File: src/rtl/mtma_pkg.sv
// Shared types and defaults for the median-then-moving-average filter.
// No dependencies; every module of the filter imports this package.
package mtma_pkg;

  localparam int SAMPLE_W          = 16;
  localparam int MEDIAN_TAPS_DEF   = 3;
  localparam int AVG_TAPS_DEF      = 5;
  localparam int QUEUE_DEPTH       = 2;

  typedef logic [SAMPLE_W-1:0] sample_t;

  // One beat between front, queue and back.
  typedef struct packed {
    logic    vld;
    sample_t med;
  } med_beat_t;

endpackage

File: src/rtl/mtma_front.sv
// Front end: accepts samples, keeps the circular median window, ranks it.
// Depends on mtma_pkg.
module mtma_front #(
  parameter int MEDIAN_TAPS = mtma_pkg::MEDIAN_TAPS_DEF
) (
  input  logic                clk,
  input  logic                rst_n,
  input  logic                in_valid,
  output logic                in_ready,
  input  mtma_pkg::sample_t   in_sample,
  input  logic                q_ready,
  output mtma_pkg::med_beat_t push
);
  import mtma_pkg::*;

  localparam int SLOT_W = (MEDIAN_TAPS > 1) ? $clog2(MEDIAN_TAPS) : 1;
  localparam int RANK_W = $clog2(MEDIAN_TAPS);
  localparam int MID    = MEDIAN_TAPS / 2;

  sample_t           win_r   [MEDIAN_TAPS];
  sample_t           win_nxt [MEDIAN_TAPS];
  logic [SLOT_W-1:0] slot_r;
  logic [SLOT_W-1:0] slot_nxt;
  sample_t           med;
  logic              accept;

  assign in_ready = q_ready;
  assign accept   = in_valid && q_ready;

  // Rank every entry; ties break by position, so ranks form a permutation.
  always_comb begin
    logic [RANK_W-1:0] rank;
    med = '0;
    for (int i = 0; i < MEDIAN_TAPS; i++) begin
      win_nxt[i] = (slot_r == SLOT_W'(i)) ? in_sample : win_r[i];
    end
    for (int i = 0; i < MEDIAN_TAPS; i++) begin
      rank = '0;
      for (int j = 0; j < MEDIAN_TAPS; j++) begin
        if (j != i) begin
          if ((win_nxt[j] < win_nxt[i]) || ((win_nxt[j] == win_nxt[i]) && (j < i))) begin
            rank = rank + RANK_W'(1);
          end
        end
      end
      if (rank == RANK_W'(MID)) begin
        med = win_nxt[i];
      end
    end
  end

  assign slot_nxt = (slot_r == SLOT_W'(MEDIAN_TAPS - 1)) ? '0 : slot_r + SLOT_W'(1);

  assign push.vld = accept;
  assign push.med = med;

  always_ff @(posedge clk) begin
    if (!rst_n) begin
      slot_r <= '0;
      for (int i = 0; i < MEDIAN_TAPS; i++) begin
        win_r[i] <= '0;
      end
    end else if (accept) begin
      slot_r <= slot_nxt;
      for (int i = 0; i < MEDIAN_TAPS; i++) begin
        win_r[i] <= win_nxt[i];
      end
    end
  end

endmodule

File: src/rtl/mtma_queue.sv
// Two-entry queue that decouples the median front end from the averaging back end.
// Depends on mtma_pkg.
module mtma_queue (
  input  logic                clk,
  input  logic                rst_n,
  input  mtma_pkg::med_beat_t push,
  output logic                q_ready,
  output mtma_pkg::med_beat_t head,
  input  logic                pop
);
  import mtma_pkg::*;

  localparam int PTR_W = $clog2(QUEUE_DEPTH);
  localparam int CNT_W = $clog2(QUEUE_DEPTH + 1);

  sample_t          mem_r [QUEUE_DEPTH];
  logic [PTR_W-1:0] wr_ptr_r;
  logic [PTR_W-1:0] rd_ptr_r;
  logic [CNT_W-1:0] count_r;
  logic [CNT_W-1:0] count_nxt;
  logic             do_push;
  logic             do_pop;

  assign q_ready  = (count_r != CNT_W'(QUEUE_DEPTH));
  assign head.vld = (count_r != '0);
  assign head.med = mem_r[rd_ptr_r];

  assign do_push = push.vld && q_ready;
  assign do_pop  = pop && head.vld;

  always_comb begin
    count_nxt = count_r;
    if (do_push && !do_pop) begin
      count_nxt = count_r + CNT_W'(1);
    end else if (do_pop && !do_push) begin
      count_nxt = count_r - CNT_W'(1);
    end
  end

  always_ff @(posedge clk) begin
    if (do_push) begin
      mem_r[wr_ptr_r] <= push.med;
    end
  end

  always_ff @(posedge clk) begin
    if (!rst_n) begin
      wr_ptr_r <= '0;
      rd_ptr_r <= '0;
      count_r  <= '0;
    end else begin
      count_r <= count_nxt;
      if (do_push) begin
        wr_ptr_r <= (wr_ptr_r == PTR_W'(QUEUE_DEPTH - 1)) ? '0 : wr_ptr_r + PTR_W'(1);
      end
      if (do_pop) begin
        rd_ptr_r <= (rd_ptr_r == PTR_W'(QUEUE_DEPTH - 1)) ? '0 : rd_ptr_r + PTR_W'(1);
      end
    end
  end

endmodule

File: src/rtl/mtma_back.sv
// Back end: circular averaging window, running sum, reciprocal divide, output register.
// Depends on mtma_pkg.
module mtma_back #(
  parameter int AVG_TAPS = mtma_pkg::AVG_TAPS_DEF
) (
  input  logic                clk,
  input  logic                rst_n,
  input  mtma_pkg::med_beat_t head,
  output logic                pop,
  output logic                out_valid,
  input  logic                out_ready,
  output mtma_pkg::sample_t   out_filtered
);
  import mtma_pkg::*;

  localparam int SLOT_W = (AVG_TAPS > 1) ? $clog2(AVG_TAPS) : 1;
  localparam int SUM_W  = SAMPLE_W + $clog2(AVG_TAPS);
  // Exact floor division for any SUM_W-bit dividend by multiply and shift.
  localparam int SHIFT  = SUM_W + $clog2(AVG_TAPS);
  localparam int RCP_W  = SUM_W + 1;
  localparam int PROD_W = SUM_W + RCP_W;
  localparam logic [63:0] RCP_WIDE = ((64'd1 << SHIFT) + 64'(AVG_TAPS) - 64'd1)
                                     / 64'(AVG_TAPS);
  localparam logic [RCP_W-1:0] RCP = RCP_WIDE[RCP_W-1:0];

  sample_t           win_r [AVG_TAPS];
  logic [SLOT_W-1:0] slot_r;
  logic [SUM_W-1:0]  sum_r;
  logic [SUM_W-1:0]  sum_nxt;
  logic              sum_vld_r;
  logic [PROD_W-1:0] prod_r;
  logic              out_vld_r;
  logic              out_load;

  // Advance the sum stage into the output register when it is free or drains.
  assign out_load = sum_vld_r && (!out_vld_r || out_ready);
  assign pop      = head.vld && (!sum_vld_r || out_load);

  assign sum_nxt = sum_r - {{(SUM_W - SAMPLE_W){1'b0}}, win_r[slot_r]}
                         + {{(SUM_W - SAMPLE_W){1'b0}}, head.med};

  always_ff @(posedge clk) begin
    if (!rst_n) begin
      slot_r    <= '0;
      sum_r     <= '0;
      sum_vld_r <= 1'b0;
      out_vld_r <= 1'b0;
      for (int i = 0; i < AVG_TAPS; i++) begin
        win_r[i] <= '0;
      end
    end else begin
      if (pop) begin
        win_r[slot_r] <= head.med;
        sum_r         <= sum_nxt;
        slot_r        <= (slot_r == SLOT_W'(AVG_TAPS - 1)) ? '0 : slot_r + SLOT_W'(1);
        sum_vld_r     <= 1'b1;
      end else if (out_load) begin
        sum_vld_r <= 1'b0;
      end
      if (out_load) begin
        out_vld_r <= 1'b1;
      end else if (out_ready) begin
        out_vld_r <= 1'b0;
      end
    end
  end

  always_ff @(posedge clk) begin
    if (out_load) begin
      prod_r <= {{RCP_W{1'b0}}, sum_r} * {{SUM_W{1'b0}}, RCP};
    end
  end

  assign out_valid    = out_vld_r;
  assign out_filtered = prod_r[SHIFT +: SAMPLE_W];

endmodule

File: src/rtl/median_then_moving_average_filter.sv
// Median-then-moving-average filter: top level.
// Path: an accepted sample passes the queue, the running-sum and the output (divide) registers.
// Throughput: one sample per cycle while out_ready stays high; the running-sum update
//   and the rank network of the median window are each combinational.
// Reset: synchronous, active low rst_n clears both windows, slots, the running sum,
//   the queue and all valid flags, so outputs ramp up from zero.
module median_then_moving_average_filter #(
  parameter int MEDIAN_TAPS = mtma_pkg::MEDIAN_TAPS_DEF,
  parameter int AVG_TAPS    = mtma_pkg::AVG_TAPS_DEF
) (
  input  logic              clk,
  input  logic              rst_n,
  input  logic              in_valid,
  output logic              in_ready,
  input  mtma_pkg::sample_t in_sample,
  output logic              out_valid,
  input  logic              out_ready,
  output mtma_pkg::sample_t out_filtered
);
  import mtma_pkg::*;

  // Beats from the front end into the queue, and the queue head toward the back end.
  med_beat_t push;
  med_beat_t head;
  logic      q_ready;
  logic      pop;

  // Front: take a beat whenever the queue has room, drop the sample into the
  // median window and rank the window with the new sample in place.
  mtma_front #(
    .MEDIAN_TAPS (MEDIAN_TAPS)
  ) u_front (
    .clk       (clk),
    .rst_n     (rst_n),
    .in_valid  (in_valid),
    .in_ready  (in_ready),
    .in_sample (in_sample),
    .q_ready   (q_ready),
    .push      (push)
  );

  // Queue: hold medians so that a stall on the output does not stall the front
  // until both entries fill.
  mtma_queue u_queue (
    .clk     (clk),
    .rst_n   (rst_n),
    .push    (push),
    .q_ready (q_ready),
    .head    (head),
    .pop     (pop)
  );

  // Back: advance the averaging window and running sum, then divide by the
  // tap count with a reciprocal multiply into the output register.
  mtma_back #(
    .AVG_TAPS (AVG_TAPS)
  ) u_back (
    .clk          (clk),
    .rst_n        (rst_n),
    .head         (head),
    .pop          (pop),
    .out_valid    (out_valid),
    .out_ready    (out_ready),
    .out_filtered (out_filtered)
  );

endmodule
File: config.mk
export PLATFORM = sky130hd
export DESIGN_NAME = median_then_moving_average_filter
export DESIGN_NICKNAME = d
export VERILOG_FILES = /design/src/rtl/mtma_pkg.sv /design/src/rtl/mtma_front.sv /design/src/rtl/mtma_queue.sv /design/src/rtl/mtma_back.sv /design/src/rtl/median_then_moving_average_filter.sv
export SDC_FILE = /design/constraint.sdc
export NUM_CORES = 1
export LEC_CHECK = 0
export BUFFER_PORTS_ARGS = -buffer_cell sky130_fd_sc_hd__buf_4
export CAP_MARGIN = 25
export CORE_MARGIN = 8
export CORE_UTILIZATION = 35
export CTS_CLUSTER_DIAMETER = 50
export CTS_CLUSTER_SIZE = 25
export DETAILED_ROUTE_END_ITERATION = 8
export HOLD_SLACK_MARGIN = 0.06
export PLACE_DENSITY = 0.59
export SETUP_SLACK_MARGIN = 0.05
export SLEW_MARGIN = 40
export SYNTH_ARGS = -nofsm -noshare
export SYNTH_HDL_FRONTEND = slang
export SYNTH_SLANG_ARGS = --single-unit
File: constraint.sdc
create_clock -name clk -period 5.9 [get_ports clk]
set_clock_uncertainty 0.2 [all_clocks]
set_input_delay 1.18 -clock clk [delete_from_list [all_inputs] [get_ports clk]]
set_output_delay 1.18 -clock clk [all_outputs]
set_load 0.01 [all_outputs]
Yosys cells after proc, flatten, opt, wreduce, memory -nomap -nowiden
Memory sizes are Yosys's and may differ from the RTL's. A register that Yosys moved wholly into a read port is not among the register bits.
Cells that the tools add are included.

word-level totals
  flip-flop bits (word level) = 68
  memories kept = 3
  input port bits = 20
  logic and storage cells = 106
  output and inout bits = 18
  RAM bits = 160

operators by class
  mux-type cells = 41
  bitwise logic cells = 3
  add/sub/neg operators = 11
  $lt $le $gt $ge = 6
  multiply operators = 1
  equal/unequal tests = 10
  reduce and logical (&&, ||, !) cells = 22

memory list
  memory         depth  bits a word  rd ports  clocked after Yosys merged registers in  wr ports  RTL line          text
  u_back.win_r   5      16           1         1                                        5         mtma_back.sv:26   sample_t win_r [AVG_TAPS];
  u_front.win_r  3      16           3         0                                        3         mtma_front.sv:20  sample_t win_r [MEDIAN_TAPS];
  u_queue.mem_r  2      16           1         1                                        1         mtma_queue.sv:16  sample_t mem_r [QUEUE_DEPTH];

operators with widths
  kind                                                                   count
  16-bit 2-to-1 mux                                                      10
  16-bit less-than comparator                                            6
  16-bit equality test                                                   3
  19-bit by 20-bit multiplier with 38-bit output, second input constant  1
  1-bit 2-to-1 mux                                                       21
  19-bit by 16-bit adder with 19-bit output                              1
  19-bit by 16-bit subtractor with 19-bit output                         1
  16-bit OR reduction                                                    1
  2-bit 2-to-1 mux                                                       6
  3-bit 2-to-1 mux                                                       4
  2-bit by 1-bit adder with 2-bit output, second input constant          4
  2-bit by 1-bit equality test with 1-bit output, second input constant  4
  2-bit nonzero test                                                     4
  1-bit logical AND                                                      7
  1-bit logical OR                                                       5
  1-bit zero test                                                        4
  3-bit by 1-bit adder with 3-bit output, second input constant          1
  3-bit equality test, second input constant                             1
  1-bit bitwise OR                                                       3
  1-bit adder, second input constant                                     2
  1-bit by 1-bit adder with 2-bit output, second input constant          1
  2-bit equality test, second input constant                             1
  2-bit zero test                                                        1
  2-bit != test, second input constant                                   1
  2-bit by 1-bit subtractor with 2-bit output, second input constant     1

Depth between registers and ports, before layout
Gate-level depths: netlist of run 1.

  depth in word-level cells = 10
  mapped depth = 22
  mapped depth without buffers = 22

Cells and area by module
From an unflattened synthesis of run 1, not the netlist that was laid out.

unflattened totals
  cell total of the unflattened synthesis = 1672
  area total of the unflattened synthesis = 19027.0 µm²

modules (own cells, without submodules)
  module      cells an instance  times used  area each (µm²)  sequential area each (µm²)
  mtma_back   1155               1           13401.6          4864.7
  mtma_front  443                1           4231.6           1481.4
  mtma_queue  74                 1           1393.8           1061.0

Worst setup path before layout of run 1
OpenSTA, ideal clock, no wires.

  path type = flip-flop to flip-flop
  start = register u_back.sum_r[8]
  end = register u_back.prod_r[36], data pin
  data arrival time = 5.684 ns
  path buffers = 0
  stages on the path, launching flop included = 23
  path slack = -0.242 ns
  clock period less this slack = 6.142 ns
  data required time = 5.442 ns
  setup time = 0.258 ns
  cells stage by stage = dfxtp_1 > inv_1 > ha_1 > fa_1 > inv_1 > fa_1 > inv_1 > fa_1 > inv_1 > fa_1 > inv_1 > fa_1 > inv_1 > ha_1 > o21ai_1 > o21ai_1 > a211oi_1 > nor2_1 > nor4_4 > o21ai_2 > or4b_1 > a31oi_1 > xnor2_1

on the way
  cells in the longest elaborated chain, start to end = 1

RTL lines
  what                                            RTL line         text
  start, declared                                 mtma_back.sv:28  logic [SUM_W-1:0] sum_r;
  start signal, assigned                          mtma_back.sv:54  sum_r <= sum_nxt;
  19-bit by 20-bit multiplier with 38-bit output  mtma_back.sv:70  prod_r <= {{RCP_W{1'b0}}, sum_r} * {{SUM_W{1'b0}}, RCP};
  end signal, assigned                            mtma_back.sv:70
  end, declared                                   mtma_back.sv:31  logic [PROD_W-1:0] prod_r;

No other way between the ends.
A chain may end at the register's enable or synchronous reset.

Worst setup path after layout of run 1
Same ends and word-level chain as after synthesis.

==> results.toml, run 1 <==
[clock_tree]
cts-root-buf = "clkbuf_16"
insertion_delay_ns = 0.61
cts_tree = "done"
clockBufferDepth = 3
cts_hold_buffers = 0
cts_num_sinks = 258
cts_buffers = 29
htreeDepth = 1
clkSlewWorstSetupHoldPaths_ns = 0.07

[worst_hold_path]
min_from = "u_back.sum_r[2]"
hold_path_end = "u_back.sum_r[2]"
hold_class = "reg -> reg"
whs_path_depth = 2

[final_layout]
nFillCells = 4829
stdcell_area_um2 = 21700
seq_area_um2 = 7440
multi_input_area_um2 = 9940
area_growth_pct = 19.4
drive_gt1_frac = 0.212
fin_nets = 2093
final_common_cell = "inv_1"
diodes = 0
layout_common_cells = "286 x inv_1, 224 x edfxtp_1, 187 x ha_1"

[floorplan]
initial_core_util = 0.354
die_area_um2 = 59500
die_h_um = 244
core.rowCount = 83
ios = 38
die_w_um = 244
core_um2 = 51400

[logic_synthesis]
synthCells = 1599
syn_area_per_cell_um2 = 11.4
synth_flop_cell = "edfxtp_1"
synth_cell_types = 62
synth-seq-cells = 258
synth-edff-count = 224
synth.cell_area_um2 = 18200
seq_area_frac_synth = 0.407
ys_warn_count = 0
synth_nets = 1938
async_flop_share = 0

[global_routing]
grt_remaining_overflow = 0
grt_pass1_wl_mm = 69.6
grt_usage = 0.144
grt_pass1_vias = 13000
antenna_found_initial = 0
grt_max_degree = 49

[timing]
fmaxAchievable_mhz = 167
rsz0062_at_grt = "yes"
setup_violations = 3
worst_pin_slew_ns = 0.795
slew_headroom = 0.467
period_minus_slack_ns = 5.99
min_period_over_period = 1.01
hold_viol_final = 0
drv_slew = 0
setup_slack_ns = -0.0856
whs_ns = 0.278

[worst_setup_path]
crit_path_top_delay_cell = "fa_2"
path_cells = "inv_2, ha_4, fa_2, inv_2, fa_1, buf_4, fa_2, fa_1, inv_1, fa_1, inv_2, ha_4, o21ai_2, o21bai_2, o2111a_1, o2111a_2, nor4_4, o21ai_2, or4b_4, a31oi_4, xnor2_1"
required_ns = 6.04
crit_type = "reg -> reg"
r2r-end = "u_back.prod_r[36]"
arrival_ns = 6.13
r2r.worst_path.cells = 21
end_kind = "register"
cp-start-kind = "register"
cpPeakStageDelay_ns = 0.59
timing.rr.start = "u_back.sum_r[8]"
crit_fanout = 4
cp-startpoint = "u_back.sum_r[8]"
regToRegSetupSlack_ns = -0.09

[drt]
ant_nets = 0
dr.pass1.iters = 5
finalWirelength_mm = 43.0
drt_iter0_markers = 651
vias_per_cell = 4.89
vias = 12000
routedWlPerCell_um = 17.5
remaining_drc_errors = 0

[run]
cap_violations = 0

[place]
hpwl_mm = 32.8
io_buffers = 37
place_congestion = 0.885
dpl_cell_area_um2 = 20300

[outcome]
outcome = "complete, but fails checks"
failed_checks = "negative setup slack"
how the worst max path moves through the flow:
stage                        endpoint  cells past startpoint
floorplan           u_back.prod_r[36]                     22
detailed placement  u_back.prod_r[36]                     22
global placement    u_back.prod_r[36]                     20
global route        u_back.prod_r[36]                     21
finish              u_back.prod_r[36]                     21
CTS                 u_back.prod_r[36]                     21
area by class of cell:
cell class              instances  share of cell area
clock buffers                  29              0.0334
repair buffers                165              0.0572
inverters                     303              0.0524
well taps                     680              0.0391
multi-input cells             997               0.457
clock inverters                25              0.0186
flip-flops and latches        258               0.342
state kept, by name, summed over array words and instances, names as in the netlist, named ones only:
signal	count
u_back.win_r	128
u_front.slot_r	2
u_queue.mem_r	32
u_queue.wr_ptr_r	1
u_queue.count_r	2
u_front.win_r	48
u_back.slot_r	3
u_back.prod_r	16
u_queue.rd_ptr_r	1
u_back.sum_r	19
u_back.sum_vld_r	1
u_back.out_valid	1
timing repair:
action / in CTS / in global routing
buffers inserted: 2 / 5
hold endpoints to repair: 0 / 0
gates resized for setup: 30 / 32
setup endpoints to repair: 6 / 11
pin swaps: 25 / 26
synth_stat cells, drive strengths merged, types with 5 or more instances:
master,number,area (um^2)
ha,204,2550
o21a,8,60.1
a21o,23,174
nand3b,16,120
nand2,71,267
mux2i,63,631
and3,6,37.5
mux2,17,191
nor2b,14,87.6
clkbuf,35,131
inv,302,1130
a211oi,6,50.1
nor2,171,642
nand2b,9,56.3
fa,115,2300
o21ai,39,199
a21oi,61,305
nand4,12,75.1
mux4,32,721
o221ai,18,158
dfxtp,34,681
a31oi,5,31.3
nor3,7,35.0
xnor2,25,219
nand3,21,105
xor2,12,105
buf,6,25.0
edfxtp,224,6730
metal layers:
layer  global-route usage  routed length [um]
met5                    0                   0
met4               0.0335                 941
met3               0.0232                1940
met2                0.259               21700
met1                0.180               18400
critical path, delay by kind of cell, from the launching register on:
family | cells | cell delay [ns]
compound gates | 6 | 0.85
xor+xnor | 1 | 0.07
fa+ha+maj | 7 | 3.03
buf+inv | 5 | 0.33
flops | 1 | 0.36
simple gates | 2 | 0.88
metrics by stage:
stage                     instances  setup WS [ns]  utilization  setup TNS (ns)
final                          2457        -0.0856        0.423          -0.155
after global routing           2457         -0.302        0.423          -0.940
after CTS                      2452        -0.0828        0.420          -0.140
after detailed placement       2396         -0.275        0.395          -0.803
after global placement         2396         -0.149        0.394          -0.327
after floorplan                1599         0.0513            -               0
cell families (layout without fill, tap and decap cells):
family          after synthesis  after routing  synth area share
simple gates                345            345            0.0870
buf+inv                     344            522            0.0711
fa+ha+maj                   319            319             0.267
flops                       258            258             0.407
compound gates              184            184            0.0656
mux                         112            112            0.0848
xor+xnor                     37             37            0.0178
Power of run 1 is not shown: default switching activity piles up to over one toggle a cycle in this logic, so the estimate is an artifact.
==> inputs of run 2 (changes only) <==
--- a/config.mk
+++ b/config.mk
@@ -5,13 +5,13 @@
 export SDC_FILE = /design/constraint.sdc
 export NUM_CORES = 1
 export LEC_CHECK = 0
-export BUFFER_PORTS_ARGS = -buffer_cell sky130_fd_sc_hd__buf_4
 export CAP_MARGIN = 25
 export CORE_MARGIN = 8
 export CORE_UTILIZATION = 35
 export CTS_CLUSTER_DIAMETER = 50
 export CTS_CLUSTER_SIZE = 25
 export DETAILED_ROUTE_END_ITERATION = 8
+export DONT_BUFFER_PORTS = 1
 export HOLD_SLACK_MARGIN = 0.06
 export PLACE_DENSITY = 0.59
 export SETUP_SLACK_MARGIN = 0.05
==> run 2 against run 1 <==
  * The run still ends with negative setup slack left
  * Core utilization down 0.42 points
  * Maximum frequency down 0.29%
  * Largest cell class unchanged
  * Die area unchanged
  * First-iteration DRC count down 2.6%
==> results.toml, run 2 (same netlist as run 1, synthesis figures left out) <==
[clock_tree]
cts_num_sinks = 258
cts-root-buf = "clkbuf_16"
cts_tree = "done"
cts_hold_buffers = 0
cts_buffers = 29
clkSlewWorstSetupHoldPaths_ns = 0.07
clockBufferDepth = 3
insertion_delay_ns = 0.60
htreeDepth = 1

[final_layout]
drive_gt1_frac = 0.202
multi_input_area_um2 = 9960
area_growth_pct = 18.3
reg_top3 = "u_back.win_r (128), u_front.win_r (48), u_queue.mem_r (32)"
layout_common_cells = "276 x inv_1, 224 x edfxtp_1, 183 x ha_1"
diodes = 0
largest_reg_flops = 128
nFillCells = 4874
largest_register = "u_back.win_r"
seq_area_um2 = 7430
fin_nets = 2071
final_common_cell = "inv_1"

[place]
place_congestion = 0.857
io_buffers = 0
hpwl_mm = 32.5

[floorplan]
core_um2 = 51400
ios = 38
die_w_um = 244
die_area_um2 = 59500
initial_core_util = 0.354
core.rowCount = 83
die_h_um = 244

[worst_setup_path]
required_ns = 6.05
crit_type = "reg -> reg"
cp-start-kind = "register"
crit_fanout = 3
arrival_ns = 6.15
timing.rr.start = "u_back.sum_r[5]"
path_cells = "ha_4, inv_2, fa_1, buf_6, fa_2, inv_2, fa_2, fa_1, inv_2, fa_2, inv_1, ha_2, a211oi_2, o21bai_2, o2111a_1, o2111a_2, nor4_4, o21ai_2, or4b_4, a31oi_4, xnor2_1"
end_kind = "register"
cpPeakStageDelay_ns = 0.55
cp-startpoint = "u_back.sum_r[5]"
cp.buffers_inverters = 5
crit_path_top_delay_cell = "or4b_4"
crit_family = "adder cells"

[global_routing]
grt_usage = 0.142
grt_pass1_wl_mm = 68.0
grt_max_degree = 49
grt_remaining_overflow = 0
antenna_found_initial = 0
grt_pass1_vias = 12800

[timing]
rsz0062_at_grt = "yes"
hold_viol_final = 0
setup_slack_ns = -0.103
min_period_over_period = 1.02
setup_violations = 3
worst_pin_slew_ns = 0.795
period_minus_slack_ns = 6.00
fmaxAchievable_mhz = 167
drv_slew = 0
whs_ns = 0.303
slew_headroom = 0.466

[worst_hold_path]
min_from = "u_front.slot_r[0]"
hold_class = "reg -> reg"

[run]
cap_violations = 0

[drt]
finalWirelength_mm = 43.0
remaining_drc_errors = 0
dr.pass1.iters = 5
drt_iter0_markers = 634
ant_nets = 0
vias_per_cell = 4.93
vias = 12000
routedWlPerCell_um = 17.6

[outcome]
failed_checks = "negative setup slack"
outcome = "complete, but fails checks"
-- run 2: area by class of cell --
type / count / area share
clock buffers: 30 / 0.0339
clock inverters: 24 / 0.0147
inverters: 303 / 0.0530
multi-input cells: 997 / 0.463
flip-flops and latches: 258 / 0.345
well taps: 680 / 0.0395
repair buffers: 143 / 0.0506
-- run 2: worst register-to-register path, stage by stage (launching register included) --
cell and delay [ns]:
dfxtp_4 0.36, ha_4 0.27, inv_2 0.04, fa_1 0.52
buf_6 0.15, fa_2 0.53, inv_2 0.04, fa_2 0.35
fa_1 0.53, inv_2 0.04, fa_2 0.51, inv_1 0.04
ha_2 0.18, a211oi_2 0.21, o21bai_2 0.10, o2111a_1 0.27
o2111a_2 0.16, nor4_4 0.34, o21ai_2 0.12, or4b_4 0.55
a31oi_4 0.15, xnor2_1 0.08
-- run 2: layer usage --
metal  wire length (um)  track usage  vias up  share of wire
li1                   -            -     5734              -
met3               2150       0.0275       71          0.050
met5                  0            0        -              0
met4               1070       0.0377        0          0.025
met2              21700        0.260      252           0.50
met1              18100        0.168     5945           0.42
-- run 2: path summary, 6_finish.rpt --
| path | end | slack, ns | depth (start not counted) |
|---|---|---|---|
| setup / recovery | u_back.prod_r[36] | -0.10 | 21 |
| hold / removal | u_front.slot_r[0] | 0.30 | 2 |
| setup reg to reg | u_back.prod_r[36] | -0.10 | 21 |
| hold reg to reg | u_front.slot_r[0] | 0.30 | 2 |
-- run 2: repair_timing --
action	CTS	global route
buffers inserted	2	13
pin swaps	24	47
resized for setup	36	38
endpoints found under the setup margin	6	9
-- run 2: stage by stage --
stage          TNS, ns  instance area, um^2  worst slack [ns]  cells  utilization
4_1_cts         -0.129                21300           -0.0870   2422        0.414
3_3_place_gp    -0.316                20000            -0.161   2366        0.390
2_1_floorplan        0                18300            0.0513   1599            -
5_1_grt          -1.03                21500            -0.285   2435        0.419
3_5_place_dp    -0.639                20100            -0.259   2366        0.391
6_report        -0.205                21500            -0.103   2435        0.419
Power of run 2 is left out for the same reason.
